==> src/rtl/nearest_target_selector_unit_defines.svh <==
// ----------------------------------------------------------------------------
// Assertion macros for the nearest target selector
// Implication checks on the rising edge, disabled while reset is low.
// ----------------------------------------------------------------------------
`ifndef NEAREST_TARGET_SELECTOR_UNIT_DEFINES_SVH
`define NEAREST_TARGET_SELECTOR_UNIT_DEFINES_SVH

// same-cycle implication
`define NTS_ASSERT_IMPL(lbl, clk, rstn, ante, cons) \
    lbl: assert property (@(posedge clk) disable iff (!rstn) (ante) |-> (cons)) \
        else $error("nearest target selector: same-cycle check failed");

// next-cycle implication
`define NTS_ASSERT_NEXT(lbl, clk, rstn, ante, cons) \
    lbl: assert property (@(posedge clk) disable iff (!rstn) (ante) |=> (cons)) \
        else $error("nearest target selector: next-cycle check failed");

`endif

==> src/rtl/nts_pkg.sv <==
// ----------------------------------------------------------------------------
// nts_pkg
// Shared types, codes and the coordinate scaling for the target selector.
// ----------------------------------------------------------------------------
package nts_pkg;

    localparam int SLOT_W  = 5;
    localparam int RAW_W   = 8;
    localparam int PT_W    = 16;
    localparam int POS_W   = 24;
    localparam int OFF_W   = 25;
    localparam int Q8_W    = 17;
    localparam int PROD_W  = 25;
    localparam int MAG_W   = 24;
    localparam int SQ_W    = 2 * MAG_W;
    localparam int DIST_W  = SQ_W + 1;

    localparam logic       OP_LOAD   = 1'b0;
    localparam logic       OP_PLAN   = 1'b1;
    localparam logic [16:0] SCALE_MUL = 17'd66322;

    typedef struct packed {
        logic             pending;
        logic [RAW_W-1:0] x;
        logic [RAW_W-1:0] y;
    } nts_entry_t;

    typedef struct packed {
        logic shift;
        logic load;
        logic clear;
    } nts_cell_ctrl_t;

    typedef struct packed {
        logic busy;
        logic have;
    } nts_stat_t;

    function automatic logic [Q8_W-1:0] to_q8(input logic [RAW_W-1:0] raw);
        logic [PROD_W-1:0] prod;
        prod = PROD_W'(raw) * PROD_W'(SCALE_MUL);
        return prod[PROD_W-1:8];
    endfunction

endpackage

==> src/rtl/nts_cell.sv <==
// ----------------------------------------------------------------------------
// nts_cell
// One target slot of the ring: pending flag and raw coordinates, shifted on
// toward the head during a scan.
// ----------------------------------------------------------------------------
module nts_cell
    import nts_pkg::*;
(
    input  logic           aclk,
    input  logic           aresetn,
    input  nts_cell_ctrl_t ctrl,
    input  logic [PT_W-1:0] load_point,
    input  nts_entry_t     from_next,
    output nts_entry_t     entry
);

    logic             pending_reg;
    logic [RAW_W-1:0] x_reg;
    logic [RAW_W-1:0] y_reg;

    always_ff @(posedge aclk) begin
        if (!aresetn) begin
            pending_reg <= 1'b0;
        end else if (ctrl.load) begin
            pending_reg <= 1'b1;
        end else if (ctrl.clear) begin
            pending_reg <= 1'b0;
        end else if (ctrl.shift) begin
            pending_reg <= from_next.pending;
        end
    end

    always_ff @(posedge aclk) begin
        if (ctrl.load) begin
            x_reg <= load_point[PT_W-1:RAW_W];
            y_reg <= load_point[RAW_W-1:0];
        end else if (ctrl.shift) begin
            x_reg <= from_next.x;
            y_reg <= from_next.y;
        end
    end

    assign entry = {pending_reg, x_reg, y_reg};

endmodule

==> src/rtl/nts_dist.sv <==
// ----------------------------------------------------------------------------
// nts_dist
// Distance pipeline at the ring head: offset, square, then compare against
// the nearest candidate so far.
// ----------------------------------------------------------------------------
module nts_dist
    import nts_pkg::*;
#(
    parameter int IW = 5
)
(
    input  logic                    aclk,
    input  logic                    aresetn,
    input  logic                    start,
    input  logic                    in_valid,
    input  logic [IW-1:0]           in_idx,
    input  nts_entry_t              in_entry,
    input  logic signed [POS_W-1:0] pos_x,
    input  logic signed [POS_W-1:0] pos_y,
    output nts_stat_t               stat,
    output logic [IW-1:0]           best_idx,
    output logic [OFF_W-1:0]        best_dx,
    output logic [OFF_W-1:0]        best_dy
);

    logic              p1_valid_reg;
    logic [IW-1:0]     p1_idx_reg;
    logic [OFF_W-1:0]  p1_dx_reg;
    logic [OFF_W-1:0]  p1_dy_reg;

    logic              p2_valid_reg;
    logic [IW-1:0]     p2_idx_reg;
    logic [OFF_W-1:0]  p2_dx_reg;
    logic [OFF_W-1:0]  p2_dy_reg;
    logic [SQ_W-1:0]   p2_sqx_reg;
    logic [SQ_W-1:0]   p2_sqy_reg;

    logic              have_reg;
    logic [IW-1:0]     best_idx_reg;
    logic [OFF_W-1:0]  best_dx_reg;
    logic [OFF_W-1:0]  best_dy_reg;
    logic [DIST_W-1:0] best_d_reg;

    logic signed [OFF_W:0] diff_x;
    logic signed [OFF_W:0] diff_y;
    logic [OFF_W-1:0]      abs_x;
    logic [OFF_W-1:0]      abs_y;
    logic [MAG_W-1:0]      mag_x;
    logic [MAG_W-1:0]      mag_y;
    logic [DIST_W-1:0]     dist_sum;
    logic                  better;

    always_comb begin
        diff_x = $signed({{(OFF_W+1-Q8_W){1'b0}}, to_q8(in_entry.x)})
               - $signed({{(OFF_W+1-POS_W){pos_x[POS_W-1]}}, pos_x});
        diff_y = $signed({{(OFF_W+1-Q8_W){1'b0}}, to_q8(in_entry.y)})
               - $signed({{(OFF_W+1-POS_W){pos_y[POS_W-1]}}, pos_y});
        abs_x    = p1_dx_reg[OFF_W-1] ? (~p1_dx_reg + 1'b1) : p1_dx_reg;
        abs_y    = p1_dy_reg[OFF_W-1] ? (~p1_dy_reg + 1'b1) : p1_dy_reg;
        mag_x    = abs_x[MAG_W-1:0];
        mag_y    = abs_y[MAG_W-1:0];
        dist_sum = DIST_W'(p2_sqx_reg) + DIST_W'(p2_sqy_reg);
        better   = !have_reg || (dist_sum < best_d_reg);
    end

    always_ff @(posedge aclk) begin
        if (!aresetn) begin
            p1_valid_reg <= 1'b0;
            p2_valid_reg <= 1'b0;
            have_reg     <= 1'b0;
        end else begin
            p1_valid_reg <= in_valid;
            p2_valid_reg <= p1_valid_reg;
            if (start) begin
                have_reg <= 1'b0;
            end else if (p2_valid_reg && better) begin
                have_reg <= 1'b1;
            end
        end
    end

    always_ff @(posedge aclk) begin
        p1_idx_reg <= in_idx;
        p1_dx_reg  <= diff_x[OFF_W-1:0];
        p1_dy_reg  <= diff_y[OFF_W-1:0];
        p2_idx_reg <= p1_idx_reg;
        p2_dx_reg  <= p1_dx_reg;
        p2_dy_reg  <= p1_dy_reg;
        p2_sqx_reg <= mag_x * mag_x;
        p2_sqy_reg <= mag_y * mag_y;
        if (p2_valid_reg && better) begin
            best_idx_reg <= p2_idx_reg;
            best_dx_reg  <= p2_dx_reg;
            best_dy_reg  <= p2_dy_reg;
            best_d_reg   <= dist_sum;
        end
    end

    assign stat.busy = p1_valid_reg || p2_valid_reg;
    assign stat.have = have_reg;
    assign best_idx  = best_idx_reg;
    assign best_dx   = best_dx_reg;
    assign best_dy   = best_dy_reg;

endmodule

==> src/rtl/nearest_target_selector_unit.sv <==
// ----------------------------------------------------------------------------
// nearest_target_selector_unit
// Target table with pending flags; a plan request picks the nearest pending
// target by squared distance and returns its slot and offsets.
// ----------------------------------------------------------------------------
// Input stream: s_tuser is the op (load or plan); s_tdata carries slot,
// packed point and the current position. A load gives no result. A plan
// rotates the slot ring past one distance pipeline at its head: a scan
// passes every slot through it in turn, a drain step waits until the
// pipeline is empty, and a finish step writes the result. A new item is
// taken once the previous plan has finished; loads follow each other
// every cycle. Ties go to the lowest slot.
// The result sits in an output register until taken; a plan that finishes
// while the earlier result is still stalled holds in its finish step, and
// the pending flag of the chosen slot is cleared only when the result is
// written. Reset clears all pending flags and the pipeline; coordinates are
// not cleared. Result: m_tuser = found, m_tdata = slot and offsets, all
// zero when nothing is pending.
// ----------------------------------------------------------------------------
`include "nearest_target_selector_unit_defines.svh"

module nearest_target_selector_unit
    import nts_pkg::*;
#(
    parameter int POINTS = 32
)
(
    input  logic        aclk,
    input  logic        aresetn,
    input  logic        s_tvalid,
    output logic        s_tready,
    input  logic [71:0] s_tdata,   // slot[4:0], packed_point[20:5], pos_x[44:21], pos_y[68:45]
    input  logic [0:0]  s_tuser,   // op[0]
    output logic        m_tvalid,
    input  logic        m_tready,
    output logic [55:0] m_tdata,   // target_slot[4:0], offset_x[29:5], offset_y[54:30]
    output logic [0:0]  m_tuser    // found[0]
);

    localparam int IW = (POINTS > 1) ? $clog2(POINTS) : 1;

    typedef enum logic [3:0] {
        ST_IDLE   = 4'b0001,
        ST_SCAN   = 4'b0010,
        ST_DRAIN  = 4'b0100,
        ST_FINISH = 4'b1000
    } state_t;

    state_t state_reg, state_next;
    logic [IW-1:0] scan_cnt_reg;

    logic signed [POS_W-1:0] pos_x_reg;
    logic signed [POS_W-1:0] pos_y_reg;

    logic              m_valid_reg;
    logic              m_found_reg;
    logic [SLOT_W-1:0] m_slot_reg;
    logic [OFF_W-1:0]  m_offx_reg;
    logic [OFF_W-1:0]  m_offy_reg;

    logic              in_xfer;
    logic              load_xfer;
    logic              plan_xfer;
    logic              out_free;
    logic              finish_go;
    logic [SLOT_W-1:0] in_slot;
    logic [PT_W-1:0]   in_point;

    nts_entry_t     ring [POINTS];
    nts_cell_ctrl_t ctrl [POINTS];

    nts_stat_t         stat;
    logic [IW-1:0]     best_idx;
    logic [OFF_W-1:0]  best_dx;
    logic [OFF_W-1:0]  best_dy;

    assign in_slot   = s_tdata[4:0];
    assign in_point  = s_tdata[20:5];
    assign s_tready  = (state_reg == ST_IDLE);
    assign in_xfer   = s_tvalid && s_tready;
    assign load_xfer = in_xfer && (s_tuser[0] == OP_LOAD);
    assign plan_xfer = in_xfer && (s_tuser[0] == OP_PLAN);
    assign out_free  = !m_valid_reg || m_tready;
    assign finish_go = (state_reg == ST_FINISH) && out_free;

    for (genvar i = 0; i < POINTS; i++) begin : g_cell
        assign ctrl[i].shift = (state_reg == ST_SCAN);
        assign ctrl[i].load  = load_xfer && (int'(in_slot) == i);
        assign ctrl[i].clear = finish_go && stat.have && (best_idx == IW'(i));

        nts_cell u_cell (
            .aclk       (aclk),
            .aresetn    (aresetn),
            .ctrl       (ctrl[i]),
            .load_point (in_point),
            .from_next  (ring[(i + 1) % POINTS]),
            .entry      (ring[i])
        );
    end

    nts_dist #(
        .IW (IW)
    ) u_dist (
        .aclk     (aclk),
        .aresetn  (aresetn),
        .start    (plan_xfer),
        .in_valid ((state_reg == ST_SCAN) && ring[0].pending),
        .in_idx   (scan_cnt_reg),
        .in_entry (ring[0]),
        .pos_x    (pos_x_reg),
        .pos_y    (pos_y_reg),
        .stat     (stat),
        .best_idx (best_idx),
        .best_dx  (best_dx),
        .best_dy  (best_dy)
    );

    always_comb begin
        state_next = state_reg;
        case (state_reg)
            ST_IDLE: begin
                if (plan_xfer) begin
                    state_next = ST_SCAN;
                end
            end
            ST_SCAN: begin
                if (scan_cnt_reg == IW'(POINTS - 1)) begin
                    state_next = ST_DRAIN;
                end
            end
            ST_DRAIN: begin
                if (!stat.busy) begin
                    state_next = ST_FINISH;
                end
            end
            ST_FINISH: begin
                if (out_free) begin
                    state_next = ST_IDLE;
                end
            end
            default: begin
                state_next = ST_IDLE;
            end
        endcase
    end

    always_ff @(posedge aclk) begin
        if (!aresetn) begin
            state_reg    <= ST_IDLE;
            scan_cnt_reg <= '0;
            m_valid_reg  <= 1'b0;
        end else begin
            state_reg <= state_next;
            if (state_reg == ST_SCAN) begin
                scan_cnt_reg <= scan_cnt_reg + 1'b1;
            end else begin
                scan_cnt_reg <= '0;
            end
            if (finish_go) begin
                m_valid_reg <= 1'b1;
            end else if (m_tready) begin
                m_valid_reg <= 1'b0;
            end
        end
    end

    always_ff @(posedge aclk) begin
        if (plan_xfer) begin
            pos_x_reg <= s_tdata[44:21];
            pos_y_reg <= s_tdata[68:45];
        end
        if (finish_go) begin
            m_found_reg <= stat.have;
            m_slot_reg  <= stat.have ? SLOT_W'(best_idx) : '0;
            m_offx_reg  <= stat.have ? best_dx : '0;
            m_offy_reg  <= stat.have ? best_dy : '0;
        end
    end

    assign m_tvalid   = m_valid_reg;
    assign m_tuser[0] = m_found_reg;
    assign m_tdata    = {1'b0, m_offy_reg, m_offx_reg, m_slot_reg};

    `NTS_ASSERT_NEXT(a_plan_starts_scan, aclk, aresetn, plan_xfer, state_reg == ST_SCAN)
    `NTS_ASSERT_NEXT(a_finish_holds_on_stall, aclk, aresetn,
        (state_reg == ST_FINISH) && m_valid_reg && !m_tready, state_reg == ST_FINISH)
    `NTS_ASSERT_IMPL(a_idle_pipe_empty, aclk, aresetn, state_reg == ST_IDLE, !stat.busy)
    `NTS_ASSERT_NEXT(a_result_after_finish, aclk, aresetn, finish_go, m_valid_reg)

endmodule

==> config.mk <==
export PLATFORM = sky130hd
export DESIGN_NAME = nearest_target_selector_unit
export DESIGN_NICKNAME = d
export VERILOG_FILES = /design/src/rtl/nts_pkg.sv /design/src/rtl/nts_cell.sv /design/src/rtl/nts_dist.sv /design/src/rtl/nearest_target_selector_unit.sv
export VERILOG_INCLUDE_DIRS = /design/src /design/src/rtl
export SDC_FILE = /design/constraint.sdc
export NUM_CORES = 2
export LEC_CHECK = 0
export BUFFER_PORTS_ARGS = -buffer_cell sky130_fd_sc_hd__buf_2
export CAP_MARGIN = 30
export CORE_UTILIZATION = 32
export CTS_BUF_LIST = sky130_fd_sc_hd__clkbuf_4 sky130_fd_sc_hd__clkbuf_8 sky130_fd_sc_hd__clkbuf_16
export DETAILED_ROUTE_END_ITERATION = 10
export PLACE_DENSITY = 0.49
export SYNTH_ARGS = -nofsm -noshare
export SYNTH_HDL_FRONTEND = slang
export SYNTH_HIERARCHICAL = 1
export SYNTH_SLANG_ARGS = --single-unit
==> constraint.sdc <==
create_clock -name aclk -period 19.73 [get_ports aclk]
set_input_delay 3.946 -clock aclk [delete_from_list [all_inputs] [get_ports aclk]]
set_output_delay 3.946 -clock aclk [all_outputs]
set_load 0.01 [all_outputs]
## Yosys cells after proc, flatten, opt, wreduce, memory -nomap -nowiden

Index checks and enable logic that the tools add are counted.

- Add/sub/neg operators: 6
- $mul: 4
- $lt $le $gt $ge: 1
- Equal/unequal tests: 71
- Multiplexer cells: 233
- Bitwise gates (word level): 4
- Reductions and logical operators: 146

Operators with widths:

| kind | number |
|---|---|
| $mux 8 | 128 |
| $eq 5x5->1 const B | 33 |
| $mux 1 | 98 |
| $mul 24x24->48 | 2 |
| $reduce_bool 3->1 | 32 |
| $eq 5x4->1 const B | 16 |
| $logic_and 1x1->1 | 71 |
| $reduce_bool 2->1 | 33 |
| $sub 18x24->25 | 2 |
| $add 48x48->49 | 1 |
| $lt 49x49->1 | 1 |
| $add 24x1->24 const B | 2 |
| $mul 8x16->24 const B | 2 |
| $mux 24 | 2 |
| $not 24->24 | 2 |
| $eq 5x3->1 const B | 8 |
| $eq 5x2->1 const B | 4 |
| $mux 4 | 4 |
| $pmux 4 s4 | 1 |
| $eq 5x1->1 const B | 2 |
| $logic_not 5->1 | 2 |
| $add 5x1->5 const B | 1 |
| $eq 4x1->1 const B | 1 |
| $eq 4x2->1 const B | 1 |
| other kinds (10) | 16 |

- Flip-flop bits (word level): 971
- Input port bits: 77
- Output and inout bits: 59
- Logic and storage cells: 585

## Logic depth before layout (Yosys ltp)

- Depth in word-level cells: 7
- Gate-level depth with buffers: 37
- Mapped depth without buffers: 34

## Cells and area by module

Netlist, hierarchy kept.

Modules (own cells, without submodules):

| module | times used | cells each | area an instance (sq um) | sequential area each (sq um) |
|---|---|---|---|---|
| nts_dist | 1 | 4887 | 46555.9 | 7226.9 |
| nts_cell | 32 | 41 | 780.7 | 500.5 |
| nearest_target_selector_unit | 1 | 311 | 4521.8 | 3323.2 |

## Least setup slack after synthesis

OpenSTA, ideal clock, no wires.

- Path type: register -> register
- From: register u_dist.p2_sqx_reg[3]
- To: register u_dist.best_d_reg[0], enable pin
- Library setup time: 0.602 ns
- Arrival: 9.421 ns
- Data required time: 19.128 ns
- Slack: 9.707 ns
- Cell stages (with the launch flop): 23
- Path buffers: 0
- Clock period less this slack: 10.023 ns
- Cells stage by stage: dfxtp_1 ha_1 a21oi_1 o21bai_1 a2111oi_0 o21ai_0 a41o_1 a31o_2 a22oi_1 a21oi_1 a221oi_1 xnor2_1 ha_1 a21o_1 a21o_1 a21o_1 a21oi_1 nor2b_1 o21ai_0 nand2b_1 a21oi_1 o211ai_1 a21oi_1

- Cells in the longest elaborated chain, start to end: 4

RTL lines:

| element | RTL line | RTL |
|---|---|---|
| start, declared | nts_dist.sv:35 | `logic [SQ_W-1:0] p2_sqx_reg;` |
| start signal, assigned | nts_dist.sv:89 | `p2_sqx_reg <= mag_x * mag_x;` |
| $add 48x48->49 | nts_dist.sv:62 | `dist_sum = DIST_W'(p2_sqx_reg) + DIST_W'(p2_sqy_reg);` |
| named net u_dist.dist_sum[26] | nts_dist.sv:50 | `logic [DIST_W-1:0] dist_sum;` |
| $lt 49x49->1 | nts_dist.sv:63 | `better = !have_reg \|\| (dist_sum < best_d_reg);` |
| $logic_or 1x1->1 | nts_dist.sv:63 |  |
| $logic_and 1x1->1 | nts_dist.sv:91 | `if (p2_valid_reg && better) begin` |
| end signal, assigned | nts_dist.sv:95 | `best_d_reg <= dist_sum;` |
| end, declared | nts_dist.sv:42 | `logic [DIST_W-1:0] best_d_reg;` |

The timed path passes the listed nets, and every way through them passes these cells.
A chain may end at the register's enable or synchronous reset.

## Worst setup path after layout

- From: register u_dist.p1_dx_reg[0]
- To: register u_dist.p2_sqx_reg[45]

- Cells in the longest elaborated chain, start to end: 4

RTL lines:

| element | RTL line | RTL |
|---|---|---|
| start, declared | nts_dist.sv:28 | `logic [OFF_W-1:0] p1_dx_reg;` |
| start signal, assigned | nts_dist.sv:84 | `p1_dx_reg <= diff_x[OFF_W-1:0];` |
| $not 24->24 | nts_dist.sv:58 | `abs_x = p1_dx_reg[OFF_W-1] ? (~p1_dx_reg + 1'b1) : p1_dx_reg;` |
| $add 24x1->24 | nts_dist.sv:58 |  |
| $mux 24 (*) | nts_dist.sv:58 |  |
| $mul 24x24->48 (*) | nts_dist.sv:89 |  |

Mark *: on every way between the ends. The rest lies on a longest branch, timed or not.

==> impl_metrics.py <==
metrics = {
    "yosys": {
        "avgSynthCellArea_um2": 11.7,
        "synthCells": 6510,
        "synth_edf_count": 720,
        "synth_cell_types": 91,
        "synth_warnings": 6,
        "ys_dominant_reg_cell": "edfxtp_1",
        "ys_ff_latch": 967,
        "synth_nets": 7999,
        "synth_area_um2": 76100,
        "ys_seq_area_frac": 0.349,
        "synthArstFlopShare": 0,
    },
    "clock_network": {
        "ctsResizeCount": 0,
        "cts_sinks": 967,
        "root_buffer": "clkbuf_16",
        "cts_hold_buf": 0,
        "clk_latency_ns": 0.76,
        "post-cts-setup-buffers": 0,
        "clk_pin_slew_ns": 0.06,
        "numCtsBuffers": 103,
        "htreeDepth": 3,
        "cts_tree": "done",
        "cts_max_path_buffers": 3,
    },
    "sta": {
        "min_period_ns": 10.75,
        "fin_tns_setup_ns": 0,
        "rsz0062_at_grt": "no",
        "period_share": 0.545,
        "slew_viol_final": 0,
        "hold_viol_final": 0,
        "tightestPinTransition_ns": 1.00,
        "fin_skew_ns": 0.0584,
        "fmax_ghz": 0.0930,
        "slew-limit-headroom": 0.328,
        "setup_viol": 0,
    },
    "hold_path": {
        "hold-path-endpoint": "u_dist/p2_idx_reg[3]$_DFF_P_",
        "hold_start": "u_dist/p1_idx_reg[3]$_DFF_P_",
        "hp-class": "reg2reg",
        "whs_path_depth": 0,
    },
    "detailed_routing": {
        "vias": 45500,
        "ant_nets": 0,
        "wl_per_cell_um": 18.5,
        "routed_wl_mm": 183,
        "first_pass_iters": 8,
        "vias_per_cell": 4.60,
        "drtIter0Drc": 2319,
        "drc_errors": 0,
    },
    "cells_and_area": {
        "register_area_um2": 26600,
        "final_common_cell": "inv_1",
        "nNetsFinal": 8128,
        "area_growth_syn_to_layout_pct": 9.90,
        "multi_input_area_um2": 43200,
        "drive_above_1_share": 0.152,
        "mostFrequentLayoutCells": "inv_1 (1272), fa_1 (859), edfxtp_1 (720)",
        "nFillCells": 23185,
    },
    "floorplanning": {
        "rows": 178,
        "core_um2": 236000,
        "io_pins": 136,
        "die-area_um2": 240000,
        "initial_utilization": 0.322,
        "die_h_um": 490,
        "die_w_um": 490,
    },
    "setup_path": {
        "reg2reg_setup_slack_ns": 8.98,
        "critPathMaxFanout": 17,
        "worstRegToRegCells": 31,
        "worstPathRequired_ns": 20.38,
        "cp.arrival_ns": 11.40,
        "worst_setup_path_start_kind": "flop",
        "worst_path_most_repeated_cell": "fa_1",
        "reg2reg_to": "u_dist/p2_sqx_reg[45]$_DFF_P_",
        "cp-end-kind": "flop",
        "critical_path_class": "reg2reg",
        "cpPeakStageDelay_ns": 0.67,
        "reg2reg_from": "u_dist/p1_dx_reg[0]$_DFF_P_",
        "cp_slowest_cell": "clkinv_1",
    },
    "placed_design": {
        "gp_congestion": 0.852,
        "port_buffers": 131,
        "dpl.hpwl_mm": 138,
    },
    "global_routing": {
        "grt_antenna_before_repair": 9,
        "track_usage": 0.155,
        "grt_pass1_vias": 49382,
        "grt_pass1_wl_mm": 288,
        "grt.overflow.total": 0,
        "grt_max_degree": 77,
    },
    "job": {
        "maxCapViolCount": 0,
    },
    "status": {
        "status": "finished, final reports clean",
    },
}
==> Yosys cell counts (all sizes together) (11+ instances only) <==
library cell / number / share of area
inv: 1277 / 0.063
ha: 553 / 0.091
and2: 75 / 0.0062
xor2: 91 / 0.011
a21o: 95 / 0.0094
o21ai: 127 / 0.0084
a21oi: 147 / 0.0097
a31o: 11 / 0.0013
and3: 16 / 0.0013
nor3: 37 / 0.0024
clkbuf: 100 / 0.0049
o21a: 29 / 0.0029
nand2b: 62 / 0.0051
or3: 18 / 0.0016
xnor2: 166 / 0.019
edfxtp: 720 / 0.28
mux2i: 37 / 0.0049
or2: 40 / 0.0033
nand2: 427 / 0.021
nor2: 458 / 0.023
nand4: 27 / 0.0022
fa: 859 / 0.23
o31ai: 15 / 0.0017
mux2: 512 / 0.088
dfxtp: 247 / 0.065
a211oi: 20 / 0.0020
nand3: 36 / 0.0027
o21bai: 22 / 0.0022
o211ai: 18 / 0.0018
buf: 108 / 0.017
a31oi: 24 / 0.0020
nor2b: 26 / 0.0021
==> worst max-delay path: cells and delay by family (launching register included) <==
kind / cells / cell delay (ns)
simple gates: 6 / 1.60
compound gates: 8 / 2.20
buf+inv: 6 / 1.88
xor+xnor: 1 / 0.15
mux: 1 / 0.15
flops: 1 / 0.30
fa+ha+maj: 9 / 4.38
==> how the worst max path moves through the flow <==
| stage | start | end | slack (ns) | cells past startpoint |
|---|---|---|---|---|
| floorplan | u_dist/p2_sqx_reg[3]$_DFF_P_ | u_dist/best_d_reg[0]$_DFFE_PP_ | 9.71 | 22 |
| global placement | u_dist/p1_dx_reg[0]$_DFF_P_ | u_dist/p2_sqx_reg[45]$_DFF_P_ | 9.08 | 31 |
| detailed placement | u_dist/p1_dx_reg[0]$_DFF_P_ | u_dist/p2_sqx_reg[45]$_DFF_P_ | 9.04 | 31 |
| CTS | u_dist/p1_dx_reg[0]$_DFF_P_ | u_dist/p2_sqx_reg[45]$_DFF_P_ | 9.03 | 31 |
| global route | u_dist/p1_dx_reg[0]$_DFF_P_ | u_dist/p2_sqx_reg[45]$_DFF_P_ | 8.44 | 34 |
| finish | u_dist/p1_dx_reg[0]$_DFF_P_ | u_dist/p2_sqx_reg[45]$_DFF_P_ | 8.98 | 31 |
==> layout make-up <==
class                      instances  share of cell area
antenna                            2           0.0000599
clock buffer                     142              0.0351
clock inverter                    54             0.00801
inverter                        1282              0.0576
multi-input combinational       4053               0.516
sequential                       967               0.318
tap                             3150              0.0471
timing repair buffer             232              0.0181
==> logic make-up after synthesis <==
| logic type | synth area share |
|---|---|
| xor gates and xnor gates | 0.0300 |
| buffers and inverters | 0.0855 |
| adders and majority gates | 0.317 |
| and+or+nand+nor | 0.0764 |
| DFF | 0.349 |
| other | 0.0000493 |
| AOI/OAI and AO/OA | 0.0485 |
| muxes | 0.0933 |
==> stage by stage <==
stage	hold slack (ns)	instances	util	setup WS (ns)	instance area, um2
final	0.325	9882	0.354	8.98	83600
after global routing	0.333	9880	0.354	8.44	83600
after CTS	0.329	9875	0.354	9.03	83500
after detailed placement	0.314	9679	0.339	9.04	79900
after global placement	0.312	9673	0.338	9.08	79800
after floorplan	0.310	6510	-	9.71	76100
==> per-layer routing <==
metal	GRT usage	vias up	part of all wire
li1	-	21326	-
met1	0.200	23163	0.44
met2	0.276	776	0.50
met3	0.0166	231	0.035
met4	0.0408	4	0.024
met5	0	-	0.00012
Power is left out: the tool's default activity adds up to more than one toggle a clock period on the data nets, which glitch-free logic cannot reach.
